[src/design/btm_pkg.sv]
// Shared types, codes and helper functions of the breakpoint table manager.
package btm_pkg;

	localparam int TABLE_DEPTH_DEF = 8;
	localparam int ADDR_W          = 16;
	localparam int COUNT_W         = 4;

	typedef enum logic [1:0] {
		OP_ADD    = 2'd0,
		OP_REMOVE = 2'd1,
		OP_CLEAR  = 2'd2,
		OP_FLUSH  = 2'd3
	} op_t;

	typedef struct packed {
		logic [ADDR_W-1:0] address;
		logic              active;
		logic              stored;
	} bp_entry_t;

	typedef enum logic [3:0] {
		ST_IDLE,
		ST_FIND_RD,
		ST_FIND_EV,
		ST_CLR_RD,
		ST_CLR_EV,
		ST_SRT_RD,
		ST_SRT_HOLD,
		ST_SRT_CMP_RD,
		ST_SRT_CMP_EV,
		ST_TRM_RD,
		ST_TRM_EV,
		ST_CMT_RD,
		ST_CMT_EV,
		ST_RESP
	} state_t;

	// An entry is live when it is wanted or still planted.
	function automatic logic is_live(input bp_entry_t e);
		return e.active | e.stored;
	endfunction

	// True when entry k must move behind the held entry during the sort.
	function automatic logic goes_after(input bp_entry_t k, input bp_entry_t h);
		logic k_live;
		logic h_live;
		k_live = is_live(k);
		h_live = is_live(h);
		if (!k_live && !h_live) return 1'b0;
		if (!k_live) return 1'b1;
		if (!h_live) return 1'b0;
		return k.address > h.address;
	endfunction

endpackage

[src/design/btm_if.sv]
// Command and response channel interfaces of the breakpoint table manager.
interface btm_cmd_if;
	logic        valid;
	logic        ready;
	logic [1:0]  opcode;
	logic [15:0] flash_addr;

	modport source (output valid, output opcode, output flash_addr, input ready);
	modport sink   (input valid, input opcode, input flash_addr, output ready);
endinterface

interface btm_rsp_if;
	logic       valid;
	logic       ready;
	logic       ok;
	logic [3:0] entries_used;
	logic [3:0] entries_changed;

	modport source (output valid, output ok, output entries_used, output entries_changed,
		input ready);
	modport sink   (input valid, input ok, input entries_used, input entries_changed,
		output ready);
endinterface

[src/design/btm_ram.sv]
// Generic single-write, single-read RAM with a registered read port.
module btm_ram #(
	parameter int WIDTH = 18,
	parameter int DEPTH = 8,
	localparam int AW = (DEPTH > 1) ? $clog2(DEPTH) : 1
) (
	input  logic             clk,
	input  logic             wr_en,
	input  logic [AW-1:0]    wr_addr,
	input  logic [WIDTH-1:0] wr_data,
	input  logic [AW-1:0]    rd_addr,
	output logic [WIDTH-1:0] rd_data
);

	logic [WIDTH-1:0] mem_q [DEPTH];

	always_ff @(posedge clk) begin
		if (wr_en) begin
			mem_q[wr_addr] <= wr_data;
		end
		rd_data <= mem_q[rd_addr];
	end

endmodule

[src/design/breakpoint_table_manager.sv]
// Breakpoint table manager: sequencer over a table RAM for add, remove, clear and flush.
//
// Usage: a command word (opcode, flash_addr) enters on the cmd channel and exactly one
// response word (ok, entries_used, entries_changed) leaves on the rsp channel. The block
// takes one command at a time: cmd.ready is high only while the sequencer is idle.
// All work goes through one table RAM with a single write port and a registered read
// port, so every visited entry takes a read state (address out) and an evaluate state
// (data back). Add and remove search the entries in order until a hit or the last entry
// in use; clear visits every entry in use; flush runs an insertion sort over the entries,
// then trims dead entries off the tail, then commits every entry that remains.
// The response sits in an output register; the next command is accepted while it waits.
// If rsp stalls, a finished second command waits in its last state until the register
// frees up, and no further command is taken.
// Reset clears the entry count and the response valid flag. Table contents are not
// cleared: only entries below the count are ever used.
module breakpoint_table_manager #(
	parameter int TABLE_DEPTH = btm_pkg::TABLE_DEPTH_DEF
) (
	input logic      clk,
	input logic      arst_n,
	btm_cmd_if.sink  cmd,
	btm_rsp_if.source rsp
);

	import btm_pkg::*;

	localparam int AW = (TABLE_DEPTH > 1) ? $clog2(TABLE_DEPTH) : 1;
	localparam int CW = $clog2(TABLE_DEPTH + 1);
	localparam int WW = (CW > COUNT_W) ? CW : COUNT_W;
	localparam int EW = $bits(bp_entry_t);

	state_t            state_q, state_d;
	logic [CW-1:0]     used_q, used_d;
	logic [CW-1:0]     idx_q, idx_d;
	logic [CW-1:0]     j_q, j_d;
	logic [CW-1:0]     chg_q, chg_d;
	logic              ok_q, ok_d;
	op_t               op_q;
	logic [ADDR_W-1:0] addr_q;
	bp_entry_t         hold_q;
	logic              hold_load;
	logic              cmd_take;

	logic              rsp_valid_q;
	logic              rsp_ok_q;
	logic [COUNT_W-1:0] rsp_used_q;
	logic [COUNT_W-1:0] rsp_chg_q;
	logic              rsp_load;

	logic              wr_en;
	logic [AW-1:0]     wr_addr;
	bp_entry_t         wr_data;
	logic [AW-1:0]     rd_addr;
	logic [EW-1:0]     rd_raw;
	bp_entry_t         rd_data;

	logic [CW-1:0]     used_m1;
	logic [CW-1:0]     j_m1;
	logic [WW-1:0]     used_wide;
	logic [WW-1:0]     chg_wide;

	assign rd_data   = bp_entry_t'(rd_raw);
	assign used_m1   = used_q - 1'b1;
	assign j_m1      = j_q - 1'b1;
	assign cmd.ready = (state_q == ST_IDLE);
	assign cmd_take  = cmd.valid && cmd.ready;

	btm_ram #(
		.WIDTH(EW),
		.DEPTH(TABLE_DEPTH)
	) u_table (
		.clk     (clk),
		.wr_en   (wr_en),
		.wr_addr (wr_addr),
		.wr_data (wr_data),
		.rd_addr (rd_addr),
		.rd_data (rd_raw)
	);

	// Sequencer: each entry visit is a read state followed by an evaluate state.
	always_comb begin
		state_d   = state_q;
		used_d    = used_q;
		idx_d     = idx_q;
		j_d       = j_q;
		chg_d     = chg_q;
		ok_d      = ok_q;
		hold_load = 1'b0;
		rsp_load  = 1'b0;
		wr_en     = 1'b0;
		wr_addr   = idx_q[AW-1:0];
		wr_data   = rd_data;
		rd_addr   = idx_q[AW-1:0];

		unique case (state_q)
			ST_IDLE: begin
				if (cmd_take) begin
					idx_d = '0;
					chg_d = '0;
					ok_d  = 1'b1;
					unique case (op_t'(cmd.opcode))
						OP_ADD, OP_REMOVE: state_d = ST_FIND_RD;
						OP_CLEAR:          state_d = ST_CLR_RD;
						OP_FLUSH: begin
							idx_d   = CW'(1);
							state_d = ST_SRT_RD;
						end
						default:           state_d = ST_IDLE;
					endcase
				end
			end

			ST_FIND_RD: begin
				if (idx_q >= used_q) begin
					// No match: add appends a new entry if there is room.
					if (op_q == OP_ADD && used_q < CW'(TABLE_DEPTH)) begin
						wr_en   = 1'b1;
						wr_addr = used_q[AW-1:0];
						wr_data = '{address: addr_q, active: 1'b1, stored: 1'b0};
						used_d  = used_q + 1'b1;
					end else begin
						ok_d = 1'b0;
					end
					state_d = ST_RESP;
				end else begin
					state_d = ST_FIND_EV;
				end
			end

			ST_FIND_EV: begin
				if (rd_data.address == addr_q) begin
					wr_en          = 1'b1;
					wr_data.active = (op_q == OP_ADD);
					state_d        = ST_RESP;
				end else begin
					idx_d   = idx_q + 1'b1;
					state_d = ST_FIND_RD;
				end
			end

			ST_CLR_RD: begin
				state_d = (idx_q >= used_q) ? ST_RESP : ST_CLR_EV;
			end

			ST_CLR_EV: begin
				wr_en          = 1'b1;
				wr_data.active = 1'b0;
				idx_d          = idx_q + 1'b1;
				state_d        = ST_CLR_RD;
			end

			ST_SRT_RD: begin
				state_d = (idx_q >= used_q) ? ST_TRM_RD : ST_SRT_HOLD;
			end

			ST_SRT_HOLD: begin
				hold_load = 1'b1;
				j_d       = idx_q;
				state_d   = ST_SRT_CMP_RD;
			end

			ST_SRT_CMP_RD: begin
				rd_addr = j_m1[AW-1:0];
				if (j_q == '0) begin
					wr_en   = 1'b1;
					wr_addr = j_q[AW-1:0];
					wr_data = hold_q;
					idx_d   = idx_q + 1'b1;
					state_d = ST_SRT_RD;
				end else begin
					state_d = ST_SRT_CMP_EV;
				end
			end

			ST_SRT_CMP_EV: begin
				wr_en   = 1'b1;
				wr_addr = j_q[AW-1:0];
				if (goes_after(rd_data, hold_q)) begin
					// Shift the entry that goes after the held one up one place and keep looking down.
					wr_data = rd_data;
					j_d     = j_m1;
					state_d = ST_SRT_CMP_RD;
				end else begin
					wr_data = hold_q;
					idx_d   = idx_q + 1'b1;
					state_d = ST_SRT_RD;
				end
			end

			ST_TRM_RD: begin
				rd_addr = used_m1[AW-1:0];
				if (used_q == '0) begin
					idx_d   = '0;
					state_d = ST_CMT_RD;
				end else begin
					state_d = ST_TRM_EV;
				end
			end

			ST_TRM_EV: begin
				if (is_live(rd_data)) begin
					idx_d   = '0;
					state_d = ST_CMT_RD;
				end else begin
					used_d  = used_m1;
					state_d = ST_TRM_RD;
				end
			end

			ST_CMT_RD: begin
				state_d = (idx_q >= used_q) ? ST_RESP : ST_CMT_EV;
			end

			ST_CMT_EV: begin
				if (rd_data.active != rd_data.stored) begin
					chg_d = chg_q + 1'b1;
				end
				wr_en          = 1'b1;
				wr_data.stored = rd_data.active;
				idx_d          = idx_q + 1'b1;
				state_d        = ST_CMT_RD;
			end

			ST_RESP: begin
				if (!rsp_valid_q || rsp.ready) begin
					rsp_load = 1'b1;
					state_d  = ST_IDLE;
				end
			end

			default: state_d = ST_IDLE;
		endcase
	end

	always_ff @(posedge clk or negedge arst_n) begin
		if (!arst_n) begin
			state_q     <= ST_IDLE;
			used_q      <= '0;
			idx_q       <= '0;
			j_q         <= '0;
			chg_q       <= '0;
			ok_q        <= 1'b1;
			rsp_valid_q <= 1'b0;
		end else begin
			state_q <= state_d;
			used_q  <= used_d;
			idx_q   <= idx_d;
			j_q     <= j_d;
			chg_q   <= chg_d;
			ok_q    <= ok_d;
			if (rsp_load) begin
				rsp_valid_q <= 1'b1;
			end else if (rsp.ready) begin
				rsp_valid_q <= 1'b0;
			end
		end
	end

	assign used_wide = WW'(used_q);
	assign chg_wide  = WW'(chg_q);

	always_ff @(posedge clk) begin
		if (cmd_take) begin
			op_q   <= op_t'(cmd.opcode);
			addr_q <= cmd.flash_addr;
		end
		if (hold_load) begin
			hold_q <= rd_data;
		end
		if (rsp_load) begin
			rsp_ok_q   <= ok_q;
			rsp_used_q <= used_wide[COUNT_W-1:0];
			rsp_chg_q  <= chg_wide[COUNT_W-1:0];
		end
	end

	assign rsp.valid           = rsp_valid_q;
	assign rsp.ok              = rsp_ok_q;
	assign rsp.entries_used    = rsp_used_q;
	assign rsp.entries_changed = rsp_chg_q;

endmodule

[src/flat_wrapper.sv]
// flat-port wrapper written by rule: the top's interface ports become plain ports
module breakpoint_table_manager_flat import btm_pkg::*;
#(
	parameter int TABLE_DEPTH = btm_pkg::TABLE_DEPTH_DEF
)
  (clk, arst_n, cmd_valid, cmd_opcode, cmd_flash_addr, cmd_ready, rsp_valid, rsp_ok, rsp_entries_used, rsp_entries_changed, rsp_ready);
  btm_cmd_if cmd_i ();
  btm_rsp_if rsp_i ();
  input logic clk;
  input logic arst_n;
  input wire logic [$bits(cmd_i.valid)-1:0] cmd_valid;
  input wire logic [$bits(cmd_i.opcode)-1:0] cmd_opcode;
  input wire logic [$bits(cmd_i.flash_addr)-1:0] cmd_flash_addr;
  output wire logic [$bits(cmd_i.ready)-1:0] cmd_ready;
  output wire logic [$bits(rsp_i.valid)-1:0] rsp_valid;
  output wire logic [$bits(rsp_i.ok)-1:0] rsp_ok;
  output wire logic [$bits(rsp_i.entries_used)-1:0] rsp_entries_used;
  output wire logic [$bits(rsp_i.entries_changed)-1:0] rsp_entries_changed;
  input wire logic [$bits(rsp_i.ready)-1:0] rsp_ready;
  assign cmd_i.valid = cmd_valid;
  assign cmd_i.opcode = cmd_opcode;
  assign cmd_i.flash_addr = cmd_flash_addr;
  assign cmd_ready = cmd_i.ready;
  assign rsp_valid = rsp_i.valid;
  assign rsp_ok = rsp_i.ok;
  assign rsp_entries_used = rsp_i.entries_used;
  assign rsp_entries_changed = rsp_i.entries_changed;
  assign rsp_i.ready = rsp_ready;
  breakpoint_table_manager #(.TABLE_DEPTH(TABLE_DEPTH)) u_core (.clk(clk), .arst_n(arst_n), .cmd(cmd_i), .rsp(rsp_i));
endmodule
[config.mk]
export PLATFORM = sky130hd
export DESIGN_NAME = breakpoint_table_manager_flat
export DESIGN_NICKNAME = d
export VERILOG_FILES = /design/src/design/btm_pkg.sv /design/src/design/btm_if.sv /design/src/design/btm_ram.sv /design/src/design/breakpoint_table_manager.sv /design/src/flat_wrapper.sv
export SDC_FILE = /design/constraint.sdc
export NUM_CORES = 1
export LEC_CHECK = 0
export ABC_AREA = 1
export ABC_CLOCK_PERIOD_IN_PS = 3770
export BUFFER_PORTS_ARGS = -buffer_cell sky130_fd_sc_hd__buf_2
export CAP_MARGIN = 20
export CELL_PAD_IN_SITES_DETAIL_PLACEMENT = 0
export CELL_PAD_IN_SITES_GLOBAL_PLACEMENT = 2
export CORE_MARGIN = 8
export CORE_UTILIZATION = 27
export DETAILED_ROUTE_END_ITERATION = 7
export PLACE_DENSITY_LB_ADDON = 0.15
export SYNTH_ARGS = -nofsm -noshare
export SYNTH_HDL_FRONTEND = slang
export SYNTH_HIERARCHICAL = 1
export SYNTH_SLANG_ARGS = --single-unit
[constraint.sdc]
create_clock -name clk -period 3.77 [get_ports clk]
set_input_delay 0.9425 -clock clk [delete_from_list [all_inputs] [get_ports clk]]
set_output_delay 0.9425 -clock clk [all_outputs]
set_load 0.005 [all_outputs]
# After elaboration in Yosys (flattened, before gate mapping)
# Memories as Yosys holds them, arrays and structs flattened. A register that Yosys moved wholly into a read port is not among the register bits.
# Index checks and enable logic that the tools add are counted.
[totals]
regBits = 67
ram_bits = 144
inputBits = 22
output_inout_bits = 11
word_cells = 159
mem_count = 1
[op_classes]
add_sub_neg = 5
order_cmp = 3
n_eq_ne = 31
n_mux = 75
bitwise_logic = 2
n_reduce_logical = 27
[mem_list]
columns = ["memory", "depth", "word_bits", "rd", "rd_ports_with_merged_regs", "wr", "line_no", "source"]
rows = [
  ["u_core.u_table.mem_q", 8, 18, 1, 1, 1, "btm_ram.sv:15", "logic [WIDTH-1:0] mem_q [DEPTH];"],
]
[op_table]
columns = ["op", "count"]
rows = [
  ["two-way mux 4 bit", 19],
  ["two-way mux 18 bit", 4],
  ["one-hot mux 4 bit (14 select lines)", 1],
  ["one-hot mux 16 bit (3 select lines)", 1],
  ["two-way mux 1 bit", 34],
  ["one-hot mux 4 bit (7 select lines)", 1],
  ["equality test 4 bit (second input constant)", 6],
  ["one-hot mux 4 bit (2 select lines)", 3],
  ["equality test 16 bit", 1],
  ["equality test 4 x 3 -> 1 bit (second input constant)", 4],
  ["> comparator 16 bit", 1],
  ["inequality test 2 x 1 -> 1 bit (second input constant)", 8],
  ["adder 4 x 1 -> 4 bit (second input constant)", 3],
  ["zero test 4 bit", 3],
  ["one-hot mux 4 bit (3 select lines)", 1],
  ["inequality test 2 bit (second input constant)", 5],
  ["nonzero test 2 bit", 5],
  ["two-way mux 3 bit", 3],
  ["one-hot mux 3 bit (3 select lines)", 1],
  ["equality test 4 x 2 -> 1 bit (second input constant)", 2],
  ["one-hot mux 1 bit (4 select lines)", 2],
  ["AND reduction 4 bit", 2],
  ["subtractor 4 x 1 -> 4 bit (second input constant)", 2],
  ["AND reduction 7 bit", 1],
  ["other kinds (20)", 30],
]

# Depth between registers and ports, before layout
# Gate-level depths: netlist of the first run.
[logic_depth]
depth_word = 16
mapped_depth = 19
depth_no_buf = 18

# Modules after synthesis
# Netlist of the first run, hierarchy kept.
[modules_own_cells]
columns = ["mod", "instances", "cells_each", "area_per_inst_um2", "seq_area_each_um2"]
rows = [
  ["btm_ram", 1, 657, 6737.7, 4684.5],
  ["breakpoint_table_manager", 1, 597, 4708.3, 1903.1],
]

# Worst setup path before layout of the first run
# Ideal clock, no wire load.
[synth_path]
kind = "flip-flop to flip-flop"
startpoint = "reg u_core.used_q[1]"
endpoint = "mem u_core.u_table.mem_q[2][0] (enable)"
setup_time_ps = 392
arrival_time_ps = 2689
t_required_ps = 3378
path_slack_ps = 688
stages_incl_launch_ff = 16
path_cell_list = "dfrtp_1 -> inv_1 -> ha_1 -> inv_1 -> o21bai_1 -> nand3_1 -> nand3_2 -> nand2_1 -> inv_2 -> nand2_1 -> nor3_1 -> a21oi_1 -> o21ai_0 -> inv_1 -> nand2_1 -> nor2_1"
[synth_rtl]
columns = ["item", "line_no", "source"]
rows = [
  ["from (decl)", "breakpoint_table_manager.sv:33", "logic [CW-1:0] used_q, used_d;"],
  ["from (signal assigned)", "breakpoint_table_manager.sv:246", "used_q <= used_d;"],
  ["less-than comparator 4 bit", "breakpoint_table_manager.sv:116", "if (op_q == OP_ADD && used_q < CW'(TABLE_DEPTH)) begin"],
  ["logical AND 1 bit", "breakpoint_table_manager.sv:116", ""],
  ["two-way mux 3 bit", "breakpoint_table_manager.sv:116", ""],
  ["two-way mux 3 bit *", "breakpoint_table_manager.sv:114", "if (idx_q >= used_q) begin"],
  ["one-hot mux 3 bit (3 select lines) *", "breakpoint_table_manager.sv:95", "unique case (state_q)"],
  ["via u_core.wr_addr[2]", "breakpoint_table_manager.sv:51", "logic [AW-1:0] wr_addr;"],
  ["to (decl)", "btm_ram.sv:15", ""],
]
# The timed path passes the listed nets; every way through them passes the cells marked *.

# Worst setup path in the final report of the first run
[layout_path]
startpoint = "reg u_core.used_q[1]"
endpoint = "mem u_core.u_table.mem_q[4][2] (enable)"
# Same word-level chain as after synthesis.

==> results_dict.tcl, run 1 <==
set metrics [dict create \
    finalSetupViolCount 0 \
    slew_violations 0 \
    dieWidth_um 221.9 \
    root_buffer "clkbuf_16" \
    place_area_mm2 0.01234 \
    fin_crit_sh_pct 86.22 \
    grt_pass1_vias 8310 \
    first_pass_iters 6 \
    grt_use_total_pct 13.21 \
    core_area_mm2 0.04185 \
    synth_area_mm2 0.01145 \
    yosysTopAreaCellShare_pct 49.58 \
    yosys.area.top_type "edfxtp_1" \
    dieHeight_um 221.9 \
    routed_wirelength_mm 32.47 \
    portBuffers 32 \
    synth_common_cells "399 x nand2_1, 189 x edfxtp_1, 184 x inv_1" \
    ios 33 \
    grt_pass1_wl_mm 50.93 \
    die-area_mm2 0.04924 \
    synth_most_common_cell "nand2_1" \
    rsz0062_at_grt "no" \
    timing.fmax_mhz 307.6 \
    cts.sinks 229 \
    power_uw 12660 \
    start_util_pct 27.35 \
    crit_required_ns 4.00 \
    met3_usage_pct 1.825 \
    use_met1_pct 18.56 \
    p_per_area_mw_per_mm2 948.1 \
    grt_max_degree 73 \
    async_flop_share_pct 9.607 \
    cts-buffers-inserted 29 \
    maxCapViolations 0 \
    postCtsSetupBuffers 0 \
    synth_fp_nets 1302 \
    ant_nets 0 \
    min_path_type "input pin to asynchronous set/reset pin" \
    min_period_ns 3.251 \
    finish.utilization_pct 31.90 \
    num_rows 75 \
    ir_worst_vdd_mv 0.3686 \
    run_status "finished, final reports clean" \
    vias 7972 \
    layout-drive-gt1-share_pct 15.48 \
    synth_edf_count 189 \
    seq_area_frac_synth_pct 57.55 \
    hold_violations 0 \
    synthFlopType "edfxtp_1" \
    grt_use_met2_pct 21.21 \
    routabilityCongestion 0.7722 \
    cp_max_fo 18 \
    drtIter0Drc 443 \
    synthCells 1254 \
    worst_pin_slew_ns 0.9657 \
    ys_warn_count 6 \
    synth_area_leaders "edfxtp_1 50%, nand2_1 13%, inv_1 6.0%" \
    cp-end-kind "register" \
    nNetsFinal 1356 \
    place_hpwl_mm 21.94 \
    finalSetupTns_ns 0 \
    antenna_found_initial 0 \
    fin_area_mm2 0.01335 \
    synthToLayoutAreaGrowth_pct 16.65 \
    synth_cell_types 48 \
    ys_seq_elements 229 \
    vias_per_cell 4.261 \
    cts_tree "yes" \
    busiest_layer "met2" \
    p_leak_uw 0.005903 \
    path_clk_slew_ns 0.06 \
    startpoint_type "register" \
    grt-ovfl-total 0 \
    cp.arrival_ns 3.48 \
    clock_skew_ns 0.02525 \
    h-tree-depth 1 \
    crit_type "register to register" \
    wl_per_cell_um 17.35 \
    clk_latency_ns 0.58 \
    cts_resized 0 \
    syn_area_per_cell_um2 9.128 \
    slew_headroom_pct 35.38 \
    ctsLongestPathBuffers 3 \
    drc 0 \
    holdBufCountCts 0 \
]
-- cell type report --
class / instances / area (µm²)
antenna: 1 / 2.502
multi-input combinational: 751 / 3744
fill: 4380 / 28500
clock buffer: 39 / 865.8
inverter: 237 / 898.4
timing repair buffer: 60 / 432.9
sequential: 229 / 6588
clock inverter: 15 / 146.4
tap: 539 / 674.4
-- critical path, cell delays in order (launching register included) --
cell and delay [ns]:
dfrtp_1 0.39, inv_1 0.12, ha_1 0.31, inv_1 0.04, o21bai_1 0.11, nand3_1 0.10, nand3_2 0.17, nand2_1 0.12
inv_2 0.24, nand2_1 0.27, nor3_1 0.24, a21oi_1 0.06, o21ai_0 0.16, nand2_1 0.16, nor2_2 0.12, buf_4 0.31
-- metrics by stage --
step | std cells | hold WS (ns) | setup slack (ns)
floorplan | 1254 | 0.4402 | 0.6883
global placement | 1816 | 0.4650 | 0.5783
detailed placement | 1816 | 0.4639 | 0.5199
CTS | 1870 | 0.3719 | 0.5028
global route | 1870 | 0.4025 | 0.2208
finish | 1871 | 0.3781 | 0.5195
-- power by group --
| group | leakage [µW] | internal, µW | switching (µW) |
|---|---|---|---|
| sequential | 0.00215 | 3900 | 373 |
| clock | 0.000501 | 1750 | 1130 |
| combinational | 0.00325 | 1520 | 3990 |
| total | 0.00590 | 7170 | 5490 |
-- cell families (layout without fill, tap and decap cells) --
group	count (synthesis)	after routing	share of synthesized area, %
other cells	0	1	0
compound gates	76	76	4.241
xor+xnor	23	23	1.760
simple gates	626	626	23.36
buf+inv	274	351	10.24
fa+ha+maj	26	26	2.842
flops	229	229	57.55
-- sequential cells by signal, summed over array words and instances (netlist names) --
register / flops
u_core/ok_q: 1
u_core/state_q: 4
u_core/idx_q: 4
u_core/op_q: 2
u_core/rsp.ok: 1
u_core/rsp.entries_changed: 4
u_core/rsp.valid: 1
u_core/hold_q: 18
u_core/rsp.entries_used: 4
u_core/addr_q: 16
u_core/chg_q: 4
u_core/j_q: 4
u_core/u_table/rd_data: 18
u_core/used_q: 4
u_core/u_table/mem_q: 144
-- cell usage in the layout, fill, tap and decap left out, drive strengths merged, types with 10 or more instances in the layout --
| cell type | instances |
|---|---|
| clkbuf | 39 |
| or2 | 10 |
| dfxtp | 18 |
| a21oi | 20 |
| ha | 26 |
| a221oi | 11 |
| edfxtp | 189 |
| clkinv | 10 |
| nand2 | 407 |
| o21ai | 28 |
| buf | 60 |
| dfrtp | 21 |
| inv | 238 |
| nor2 | 51 |
| xnor2 | 15 |
| nand3 | 136 |
-- worst paths after layout --
check                      slack [ns]  depth (start not counted)                              endpoint                         start
min in group clk                 0.47                          2               u_core/ok_q$_DFFE_PN1P_       u_core/ok_q$_DFFE_PN1P_
min                              0.38                          1          u_core/rsp.valid$_DFFE_PN0P_                        arst_n
max reg2reg                      0.52                         15  u_core/u_table/mem_q[4][2]$_DFFE_PP_  u_core/used_q[1]$_DFFE_PN0P_
max                              0.52                         15  u_core/u_table/mem_q[4][2]$_DFFE_PP_  u_core/used_q[1]$_DFFE_PN0P_
max in group asynchronous        3.01                          1          u_core/used_q[0]$_DFFE_PN0P_                        arst_n
min reg2reg                      0.47                          2               u_core/ok_q$_DFFE_PN1P_       u_core/ok_q$_DFFE_PN1P_
-- routing by layer --
layer | vias up | wire length [µm] | part of all wire, %
li1 | 4154 | - | -
met3 | 35 | 1005 | 3.1
met2 | 102 | 14540 | 45
met5 | - | 0 | 0
met4 | 0 | 562 | 1.7
met1 | 3681 | 16360 | 50
Note: power is estimated with default switching activity, not from simulation.
==> run 2: changes to the inputs <==
Settings changed: ABC_AREA 1 to unset, CORE_MARGIN 8 to unset.
==> run 2 against run 1 <==
- utilization grew 0.52 points
- synthesized area decreased by 3.8%
- critical endpoint is now u_core/u_table/mem_q[2][14]$_DFFE_PP_
- combinational power rose by 6.0%
- first-iteration DRC count decreased by 17%
- fmax down 2.2%
- critical path depth decreased by 4
- critical path type unchanged
- sequential cell count is the same
- highest routed layer unchanged
- total power is 1.6% higher
- clock power decreased by 10%
- die area decreased by 16%
- clock skew grew 0.013 ns
- non-clock buffer count rose by 29
==> results_dict.tcl, run 2 <==
set metrics [dict create \
    run_status "finished, final reports clean" \
    fin_area_mm2 0.01297 \
    portBuffers 32 \
    multi_input_area_mm2 0.004095 \
    slew_violations 0 \
    ant_nets 0 \
    grt_pass1_vias 7334 \
    timing.fmax_mhz 300.9 \
    die-area_mm2 0.04159 \
    dieHeight_um 203.9 \
    synthCells 805 \
    root_buffer "clkbuf_16" \
    dieWidth_um 203.9 \
    min_period_ns 3.323 \
    rr_endpoint "u_core/u_table/mem_q[2][14]$_DFFE_PP_" \
    synth_common_cells "189 x edfxtp_1, 71 x a21oi_1, 49 x nand2_1" \
    rsz0062_at_grt "no" \
    holdBufCountCts 0 \
    seq_area_frac_synth_pct 59.84 \
    synthToLayoutAreaGrowth_pct 17.82 \
    top_register "u_core/u_table/mem_q" \
    synth_edf_count 189 \
    cts_resized 0 \
    grt_pass1_wl_mm 47.49 \
    routed_wirelength_mm 31.54 \
    synthFlopType "edfxtp_1" \
    path_clk_slew_ns 0.06 \
    final_cell_mix "189 x edfxtp_1, 71 x a21oi_1, 55 x buf_4" \
    grt_use_total_pct 15.32 \
    cts.sinks 229 \
    worstRegToRegCells 11 \
    vias_per_cell 4.969 \
    p_per_area_mw_per_mm2 991.8 \
    drc 0 \
    finalSetupTns_ns 0 \
    postCtsSetupBuffers 0 \
    place_hpwl_mm 21.53 \
    cp.arrival_ns 3.53 \
    h-tree-depth 1 \
    synth_most_common_cell "edfxtp_1" \
    min_path_type "input pin to asynchronous set/reset pin" \
    largestRegisters "u_core/u_table/mem_q x144, u_core/hold_q x18, u_core/u_table/rd_data x18" \
    cts-buffers-inserted 26 \
    place_ws_ns 0.4876 \
    async_flop_share_pct 9.607 \
    cts_tree "yes" \
    routabilityCongestion 0.7951 \
    start_util_pct 27.52 \
    layout-drive-gt1-share_pct 20.93 \
    syn_area_per_cell_um2 13.68 \
    p_leak_uw 0.004613 \
    r2r_slack_ns 0.45 \
    nFillCells 3993 \
    nNetsFinal 931 \
    crit_type "register to register" \
    hold_violations 0 \
    crit_required_ns 3.97 \
    cp_max_fo 18 \
    clk_latency_ns 0.57 \
    synth_cell_types 78 \
    synth_fp_nets 853 \
    num_rows 73 \
    startpoint "u_core/used_q[2]$_DFFE_PN0P_" \
    worst_pin_slew_ns 1.037 \
    grt_max_degree 31 \
    largest_register_ffs 144 \
    yosys.area.top_type "edfxtp_1" \
    maxCapViolations 0 \
    synth_area_mm2 0.01101 \
    ys_seq_elements 229 \
    first_pass_iters 7 \
    antenna_found_initial 0 \
    final_common_cell "edfxtp_1" \
    ir_worst_vdd_mv 0.3893 \
    clock_skew_ns 0.03807 \
    wl_per_cell_um 22.09 \
    core_area_mm2 0.04001 \
    synth_area_leaders "edfxtp_1 52%, mux4_1 8.6%, dfrtp_1 4.8%" \
    r2r_start "u_core/used_q[2]$_DFFE_PN0P_" \
    seqCellArea_mm2 0.006588 \
    startpoint_type "register" \
    cp-end-kind "register" \
    yosysTopAreaCellShare_pct 51.55 \
    setup.worst_path.end "u_core/u_table/mem_q[2][14]$_DFFE_PP_" \
    ctsLongestPathBuffers 3 \
    fin_crit_sh_pct 88.15 \
    grt-ovfl-total 0 \
    ios 33 \
    place_area_mm2 0.01210 \
    drtIter0Drc 367 \
    ys_warn_count 6 \
    slew_headroom_pct 30.86 \
    vias 7096 \
    setup_slack_ns 0.4466 \
    n_antenna_cell 0 \
    finalSetupViolCount 0 \
]
==> run 2: cell count changes after synthesis, sizes merged, moves of 14 or more <==
cell / change
nor3: +19
a211oi: +17
mux2: +21
nand2: -356
mux4: +36
nor2: -19
inv: -192
clkbuf: +14
nor3b: +14
a21oi: +58
a31oi: +19
o21ai: +20
nand3: -124
==> run 2: worst min-delay path by stage <==
stage	cells past startpoint	to	from	slack (ns)
2_1_floorplan	0	u_core/hold_q[0]$_DFFE_PP_	u_core/u_table/rd_data[0]$_DFF_P_	0.42
3_3_place_gp	0	u_core/rsp.entries_changed[3]$_DFFE_PP_	u_core/chg_q[3]$_DFFE_PN0P_	0.46
3_5_place_dp	0	u_core/rsp.entries_changed[3]$_DFFE_PP_	u_core/chg_q[3]$_DFFE_PN0P_	0.47
4_1_cts	1	u_core/j_q[3]$_DFFE_PN0P_	arst_n	0.36
5_1_grt	1	u_core/j_q[3]$_DFFE_PN0P_	arst_n	0.40
6_report	1	u_core/j_q[3]$_DFFE_PN0P_	arst_n	0.37
==> run 2: per-stage QoR <==
stage / hold slack [ns] / utilization [%] / cells / total power (µW)
floorplan: 0.4238 / - / 805 / 8041
global placement: 0.4576 / 30.24 / 1379 / 10270
detailed placement: 0.4665 / 30.24 / 1379 / 10350
CTS: 0.3620 / 32.40 / 1427 / 13010
global route: 0.3963 / 32.42 / 1428 / 13700
finish: 0.3727 / 32.42 / 1428 / 12860
==> run 2: metal layers <==
layer / global-route usage, % / part of all wire, %
met5: 0 / 0
met4: 4.371 / 2.1
met3: 2.089 / 3.6
met2: 24.60 / 46
met1: 21.50 / 48
==> run 2: report_power, final <==
group / switching [µW] / internal (µW) / leakage, µW
Combinational: 3500 / 2340 / 0.00204
Clock: 1060 / 1520 / 0.000425
Sequential: 461 / 3980 / 0.00215
==> run 2: cells by family (layout without fill, tap and decap cells) <==
logic type                 count (synthesis)  count (layout)  synth area share (%)
buffers and inverters                     83             181                 3.546
AOI/OAI and AO/OA                        204             204                 12.02
muxes                                     59              59                 10.92
and+or+nand+nor                          179             179                 8.729
DFF                                      229             229                 59.84
adders and majority gates                 26              26                 2.955
xor gates and xnor gates                  25              25                 1.989
==> run 2: layout make-up <==
class	instances	share of cell area, %
Clock inverter	14	1.273
Tap cell	525	5.064
Sequential cell	229	50.79
Timing Repair Buffer	89	4.630
Inverter	44	1.273
Clock buffer	34	5.402
Multi-Input combinational cell	493	31.57
==> run 2: worst max-delay path, stage by stage (launching register included) <==
cell	delay, ns
dfrtp_1	0.49
inv_1	0.14
ha_1	0.34
or2_2	0.28
a21oi_1	0.20
buf_4	0.16
nor4_4	0.04
a222oi_1	0.51
inv_1	0.12
nand2b_1	0.23
nor2_1	0.14
buf_4	0.33
